File: config.mk
export PLATFORM = sky130hd
export DESIGN_NAME = ecsm_ctrl
export DESIGN_NICKNAME = d
export VERILOG_FILES = /design/src/hw/rtl/ecsm_pkg.sv /design/src/hw/rtl/ecsm_ctrl.sv
export SDC_FILE = /design/constraint.sdc
export NUM_CORES = 1
export LEC_CHECK = 0
export BUFFER_PORTS_ARGS = -buffer_cell sky130_fd_sc_hd__buf_2
export CAP_MARGIN = 25
export CELL_PAD_IN_SITES_DETAIL_PLACEMENT = 1
export CELL_PAD_IN_SITES_GLOBAL_PLACEMENT = 1
export CORE_MARGIN = 4
export CORE_UTILIZATION = 30
export CTS_BUF_LIST = sky130_fd_sc_hd__clkbuf_8 sky130_fd_sc_hd__clkbuf_16
export DETAILED_ROUTE_END_ITERATION = 16
export HOLD_SLACK_MARGIN = 0.05
export MAX_ROUTING_LAYER = met4
export PLACE_DENSITY_LB_ADDON = 0.1
export SLEW_MARGIN = 30
export SYNTH_ARGS = -nofsm -noshare
export SYNTH_HDL_FRONTEND = slang
export SYNTH_SLANG_ARGS = --single-unit
export TNS_END_PERCENT = 50
File: constraint.sdc
create_clock -name clk -period 3.49 [get_ports clk]
set_input_delay 0.8725 -clock clk [delete_from_list [all_inputs] [get_ports clk]]
set_output_delay 0.8725 -clock clk [all_outputs]
set_load 0.02 [all_outputs]
File: src/hw/rtl/ecsm_pkg.sv
// ecsm_pkg: shared types and codes for the elliptic curve scalar multiply core
// no dependencies
package ecsm_pkg;

  // configuration register indexes
  localparam logic REG_FIELD_PRIME = 1'b0;
  localparam logic REG_CURVE_A     = 1'b1;

  // datapath micro-operations issued by the controller
  typedef enum logic [4:0] {
    OP_NONE,
    OP_LOAD,      // latch inputs, start reduction of x
    OP_RED_Y,     // start reduction of y
    OP_RED_A,     // start reduction of a
    OP_NEG,       // negate point / magnitude of scalar
    OP_MUL,       // start field multiply mul_a * mul_b
    OP_SET_MA,    // write early-resolved addition to the destination
    OP_ADD_CHK,   // latch the destination of the point addition
    OP_DBL_NUM,   // num = 3*sq + a, den_in = 2y
    OP_ADD_NUM,   // num = ty - sy, den_in = tx - sx
    OP_INV_INIT,  // inverse exponent setup
    OP_INV_STEP,  // consume exponent bit
    OP_LAM,       // unused, no datapath action
    OP_X3,        // x3 from lam^2
    OP_Y3,        // dif = sx - x3 for y3 = lam*dif - sy
    OP_COMMIT,    // write sum to destination
    OP_SHIFT      // shift scalar
  } dp_op_t;

  // multiplier operand selects
  typedef enum logic [2:0] {
    MS_SX, MS_LAM, MS_RES, MS_BASE, MS_NUM, MS_DIF
  } mul_sel_t;

  typedef enum logic [4:0] {
    ST_IDLE, ST_RX, ST_RY, ST_RA, ST_WAITR, ST_NEG, ST_ROUND, ST_ACHK,
    ST_SQ, ST_SQW, ST_DNUM, ST_ANUM, ST_IINIT, ST_ILOOP, ST_IMULR,
    ST_IMULRW, ST_IMULB, ST_IMULBW, ST_LAM, ST_LAMW, ST_X3, ST_X3W,
    ST_Y3, ST_Y3W, ST_COMMIT, ST_NEXT, ST_DONE
  } state_t;

  // controller to datapath
  typedef struct packed {
    dp_op_t   op;
    mul_sel_t sel_a;
    mul_sel_t sel_b;
    logic     dst_acc;   // current addition targets the accumulator
  } dp_cmd_t;

  // datapath to controller
  typedef struct packed {
    logic unit_done;    // reducer or multiplier finished this cycle
    logic p_bad;        // modulus below 3
    logic trivial;      // zero scalar or infinite base
    logic k_neg;
    logic k_bit;
    logic k_zero;
    logic add_early;    // addition resolved without arithmetic
    logic add_dbl;      // addition is a doubling
    logic den_zero;     // inversion of zero
    logic e_zero;
    logic e_bit;
    logic err;
  } dp_status_t;

endpackage

File: src/hw/rtl/ecsm_ctrl.sv
// ecsm_ctrl: sequencer for reduction, double-and-add rounds and Fermat inversion
// depends on ecsm_pkg
module ecsm_ctrl
  import ecsm_pkg::*;
(
  input  logic       clk,
  input  logic       rst_n,
  input  logic       start,
  input  dp_status_t st,
  output dp_cmd_t    cmd,
  output logic       busy,
  output logic       fin,
  output logic       fin_err
);
  state_t state_r, state_nxt;
  logic   dst_r, dst_nxt, fin_nxt, ferr_nxt, perr_r, perr_nxt;

  always_ff @(posedge clk) begin
    if (!rst_n) begin
      state_r <= ST_IDLE;
      dst_r   <= 1'b0;
      fin     <= 1'b0;
      fin_err <= 1'b0;
      perr_r  <= 1'b0;
    end else begin
      state_r <= state_nxt;
      dst_r   <= dst_nxt;
      fin     <= fin_nxt;
      fin_err <= ferr_nxt;
      perr_r  <= perr_nxt;
    end
  end

  assign busy = state_r != ST_IDLE;

  always_comb begin
    state_nxt = state_r;
    dst_nxt   = dst_r;
    fin_nxt   = 1'b0;
    ferr_nxt  = 1'b0;
    perr_nxt  = perr_r;
    cmd.op    = OP_NONE;
    cmd.sel_a = MS_SX;
    cmd.sel_b = MS_SX;
    cmd.dst_acc = dst_r;
    unique case (state_r)
      ST_IDLE: if (start) begin
        perr_nxt = st.p_bad;
        if (!st.p_bad) cmd.op = OP_LOAD;
        state_nxt = st.p_bad ? ST_DONE : ST_RX;
      end
      ST_RX: if (st.unit_done) begin cmd.op = OP_RED_Y; state_nxt = ST_RY; end
      ST_RY: if (st.unit_done) begin cmd.op = OP_RED_A; state_nxt = ST_RA; end
      ST_RA: if (st.unit_done) state_nxt = ST_WAITR;
      ST_WAITR: state_nxt = st.trivial ? ST_DONE : ST_NEG;
      ST_NEG: begin cmd.op = OP_NEG; state_nxt = ST_ROUND; end
      ST_ROUND: begin
        if (st.k_zero || st.err) state_nxt = ST_DONE;
        else begin
          dst_nxt = st.k_bit;
          state_nxt = ST_ACHK;
          cmd.op = OP_ADD_CHK; cmd.dst_acc = st.k_bit;
        end
      end
      ST_ACHK: begin
        if (st.add_early) begin
          cmd.op = OP_SET_MA; state_nxt = ST_NEXT;
        end else if (st.add_dbl) begin
          cmd.op = OP_MUL; cmd.sel_a = MS_SX; cmd.sel_b = MS_SX; state_nxt = ST_SQW;
        end else begin
          cmd.op = OP_ADD_NUM; state_nxt = ST_IINIT;
        end
      end
      ST_SQW: begin
        cmd.sel_a = MS_SX;
        if (st.unit_done) state_nxt = ST_DNUM;
      end
      ST_DNUM: begin cmd.op = OP_DBL_NUM; state_nxt = ST_IINIT; end
      ST_IINIT: begin
        if (st.den_zero) state_nxt = ST_DONE;
        else begin cmd.op = OP_INV_INIT; state_nxt = ST_ILOOP; end
      end
      ST_ILOOP: begin
        if (st.e_zero) state_nxt = ST_LAM;
        else if (st.e_bit) begin
          cmd.op = OP_MUL; cmd.sel_a = MS_RES; cmd.sel_b = MS_BASE; state_nxt = ST_IMULRW;
        end else begin
          cmd.op = OP_MUL; cmd.sel_a = MS_BASE; cmd.sel_b = MS_BASE; state_nxt = ST_IMULBW;
        end
      end
      ST_IMULRW: begin
        cmd.sel_a = MS_RES;
        if (st.unit_done) begin
          cmd.op = OP_NONE; state_nxt = ST_IMULB;
        end
      end
      ST_IMULB: begin
        cmd.op = OP_MUL; cmd.sel_a = MS_BASE; cmd.sel_b = MS_BASE; state_nxt = ST_IMULBW;
      end
      ST_IMULBW: begin
        cmd.sel_a = MS_BASE;
        if (st.unit_done) begin cmd.op = OP_INV_STEP; state_nxt = ST_ILOOP; end
      end
      ST_LAM: begin
        cmd.op = OP_MUL; cmd.sel_a = MS_NUM; cmd.sel_b = MS_RES; state_nxt = ST_LAMW;
      end
      ST_LAMW: begin
        cmd.sel_a = MS_NUM;
        if (st.unit_done) state_nxt = ST_X3;
      end
      ST_X3: begin
        cmd.op = OP_MUL; cmd.sel_a = MS_LAM; cmd.sel_b = MS_LAM; state_nxt = ST_X3W;
      end
      ST_X3W: begin
        cmd.sel_a = MS_LAM;
        if (st.unit_done) state_nxt = ST_Y3;
      end
      ST_Y3: begin cmd.op = OP_Y3; state_nxt = ST_Y3W; end
      ST_Y3W: begin
        cmd.op = OP_MUL; cmd.sel_a = MS_DIF; cmd.sel_b = MS_LAM; state_nxt = ST_COMMIT;
      end
      ST_COMMIT: begin
        cmd.sel_a = MS_DIF;
        if (st.unit_done) state_nxt = ST_IMULR;
      end
      ST_IMULR: begin cmd.op = OP_COMMIT; state_nxt = ST_NEXT; end
      ST_NEXT: begin
        if (dst_r) begin
          dst_nxt = 1'b0; cmd.dst_acc = 1'b0;
          cmd.op = OP_ADD_CHK; state_nxt = ST_ACHK;
        end else begin
          cmd.op = OP_SHIFT; state_nxt = ST_ROUND;
        end
      end
      ST_DONE: begin
        fin_nxt = 1'b1; ferr_nxt = st.err || perr_r; state_nxt = ST_IDLE;
      end
      default: state_nxt = ST_IDLE;
    endcase
  end
endmodule
==> flow_results.org <==
** Detailed routing
- The count of nets left with antenna violations once routing finished came out at 0.
- After detailed routing, the average wire length per cell comes to 17.8 um.
- Overall routed net length :: 4390 um
- Via Count :: 1445
- Before antenna repair, the detailed router went through 4 iterations.
- 1st-iter DRT viols :: 96
- Post-detailed-route DRC marker count :: 0
- In the routed layout, each cell is associated on average with a via count of 5.85.

** Finish
- 0 antenna diodes ended up in the layout.
- The library cell used most frequently in the layout, excluding fill and tap cells, is sky130_fd_sc_hd__buf_2.
- Count of nets after finishing :: 215
- Compared with the post-synthesis result, the final layout area differs by 18.0%.
- The top cell types in the final layout, fill and taps aside, are sky130_fd_sc_hd__buf_2, sky130_fd_sc_hd__nand2_1, sky130_fd_sc_hd__nor2_1.
- Cells with a size suffix above 1 make up 23.6% of the layout.
- Non-filler instance count after layout :: 247

** Clock tree
- Clock root cell :: sky130_fd_sc_hd__clkbuf_8
- No sink is reached through more buffers than the 2 on the longest clock path.
- After clock tree synthesis, the clock-pin slew on the worst setup and hold paths is 0.05 ns.
- Number of gates resized after CTS :: 0
- Latest clock arrival within the worst-skew pair :: 0.23 ns
- Post-CTS timing repair inserted 0 buffers for setup.
- Hold repair after CTS inserted 0 buffers.
- Htree depth :: 1
- Clock tree synthesis inserted a total of 3 buffers.
- Counting every sink on the clock net gives 9.
- Clock tree from TritonCTS :: done

** Die
- Overall die area :: 0.00506 mm2
- Initial cell density of the core :: 31.9%
- Width of the die :: 71.1 um
- The floorplan has 22 rows.
- In this run the vertical extent of the chip is 71.1 um.
- Core outline area :: 0.00374 mm2
- Number of top-level pins :: 30

** Worst setup path
- Type of the worst setup path :: reg -> out
- Critical Path AT :: 2.23 ns
- The worst setup path is captured at a primary output.
- Along the worst path, the maximum fanout reaches 16.
- Worst endpoint required time :: 2.62 ns
- The number of cells on the worst reg-to-reg path is 6.
- Launching element type of the critical path :: flop

** STA
- Total Neg Setup Slack :: 0 ns
- Total count of max-transition violations in the final report :: 0
- Setup repair after global routing left no endpoint under its margin.
- Tightest hold margin :: 0.477 ns
- Measured slew at the worst slew-check pin :: 1.06 ns
- Of the available clock period, the critical path in the final layout requires 88.8%.
- Final setup vio count :: 0
- Final hold vios :: 0
- Slew HR :: 27.5%
- Across all setup checks in the final design, the least slack found is 0.390 ns.
- F_max :: 323 MHz
- The clock arrives with 0.00296 ns of skew.
- The worst path in the final design needs a cycle of 3.10 ns, including I/O delays and setup.

** Yosys
- The mapped netlist covers 0.00119 mm2.
- Dividing the synthesized area by the synthesized cell count gives 6.83 um2.
- Sorting the synthesized cells by area gives the leading types as sky130_fd_sc_hd__dfxtp_1, sky130_fd_sc_hd__a21oi_1, sky130_fd_sc_hd__nand2_1, sky130_fd_sc_hd__nor2_1, sky130_fd_sc_hd__buf_2.
- Number of flops mapped to enable cells by yosys :: 0
- For this run, the number of Yosys warnings is 0.
- For this run, asynchronously set or reset flops after synthesis account for 0%.
- The share of the Yosys chip area taken by registers is 15.1%.
- Post-synth cell types :: 56
- Measured against the total synthesized area, the mux share comes to 0.838%.
- Post-synthesis cell type with the largest combined area :: sky130_fd_sc_hd__dfxtp_1
- Simple-gate portion of the synthesized area :: 40.4%
- Synthesis inferred 9 register bits.
- Fraction of synthesized cell area in xor and xnor cells :: 0%
- Of the post-synthesis cell area, the dominant cell type holds 15.1%.
- By area, the combinational part of the netlist is dominated by simple AND/OR/NAND/NOR gates.
- The synthesized netlist devotes 0% of its cell area to adder and majority cells.
- Among all flip-flop cells after synthesis, the most frequent one is sky130_fd_sc_hd__dfxtp_1.
- Synth Instances :: 175
- When the netlist entered floorplanning its net count stood at 190.
- Compound-cell area share of the yosys netlist :: 33.4%

** Global route
- Entering global routing, the biggest net connects 17 pins.
- The first global-routing pass estimated 7270 um of wire.
- Global routing usage summed across all routing layers :: 18.2%
- Residual overflow from global routing :: 0
- Antenna violations before repair :: 0
- Vias in the first global route :: 1432

** Power
- Dividing total power by cell area gives a power density of 856 mW/mm2.
- For this design the static power due to leakage is 0.591 nW.
- Total Power :: 1.21 mW
- Peak supply drop :: 0.242 mV

** Run status
- The run finished with clean final reports.

** Place
- Worst slack at placement :: 0.544 ns
- Number of instances in the placed design :: 243
- Gp weighted congestion :: 0.829
- DP Wirelength :: 3400 um
- Count of buffers inserted at the top-level ports :: 27

** Worst hold path
- Worst hold path class :: reg -> reg
- Along the worst hold path, the cell count comes to 1.

** Job
- Max cap viols :: 0
state kept, by name, indices dropped and copies added, names as in the netlist:
register,cells
fin,1
fin_err,1
perr_r,1
state_r,5
dst_r,1
synthesized netlist by cell type (all sizes together) (2+ instances only):
cell     n
o211ai   3
nand4    3
o21a     3
nand2   16
nor3b    2
nor3     5
nand2b   8
a31o     2
a21oi   13
a32oi    2
a31oi    3
or3b     3
a211oi   3
buf     15
inv      7
nor4     7
nor2b    7
or3      4
a221oi   2
nor2    15
nor4b    2
dfxtp    9
o21ai   11
and2     3
nand3    3
worst paths after layout:
| path | to | start | slack [ns] |
|---|---|---|---|
| max reg2reg | state_r[2] | state_r[3] | 0.92 |
| max | cmd[7] | state_r[1] | 0.39 |
| min | fin_err | perr_r | 0.48 |
| min reg2reg | fin_err | perr_r | 0.48 |
through the flow:
step / util, % / cell area, um2
floorplan: - / 1190
global placement: 36.5 / 1370
detailed placement: 36.5 / 1370
CTS: 37.7 / 1410
global route: 37.7 / 1410
finish: 37.7 / 1410
logic make-up (layout without fill, tap and decap cells):
kind of cell,count (synthesis),count (layout)
muxes,1,1
AOI/OAI and AO/OA,57,57
other,1,1
and+or+nand+nor,84,84
DFF,9,9
buffers and inverters,23,47
where the power goes:
group | internal, mW | switching (mW)
sequential | 0.130 | 0.0942
combinational | 0.344 | 0.521
clock | 0.0765 | 0.0406
total | 0.551 | 0.655
area by class of cell:
type / instances / area (um2)
clock buffers: 3 / 41.3
multi-input cells: 143 / 896
fillers: 513 / 2330
flip-flops and latches: 9 / 180
clock inverters: 1 / 3.75
repair buffers: 36 / 203
well taps: 48 / 60.1
inverters: 7 / 26.3
worst max-delay path, cell delays in order, from the launching register on:
cell	delay (ns)
sky130_fd_sc_hd__dfxtp_1	0.72
sky130_fd_sc_hd__nor2b_1	0.28
sky130_fd_sc_hd__nand4b_1	0.23
sky130_fd_sc_hd__o21ai_1	0.12
sky130_fd_sc_hd__a211oi_1	0.33
sky130_fd_sc_hd__nand3_1	0.13
sky130_fd_sc_hd__buf_2	0.18
per-layer routing:
metal  global-route usage (%)  part of all wire (%)
met5                        -                     0
met4                     1.25                  0.48
met3                     2.98                   4.3
met2                     27.4                    46
met1                     26.6                    49
Power figures use the tool's default switching activity.
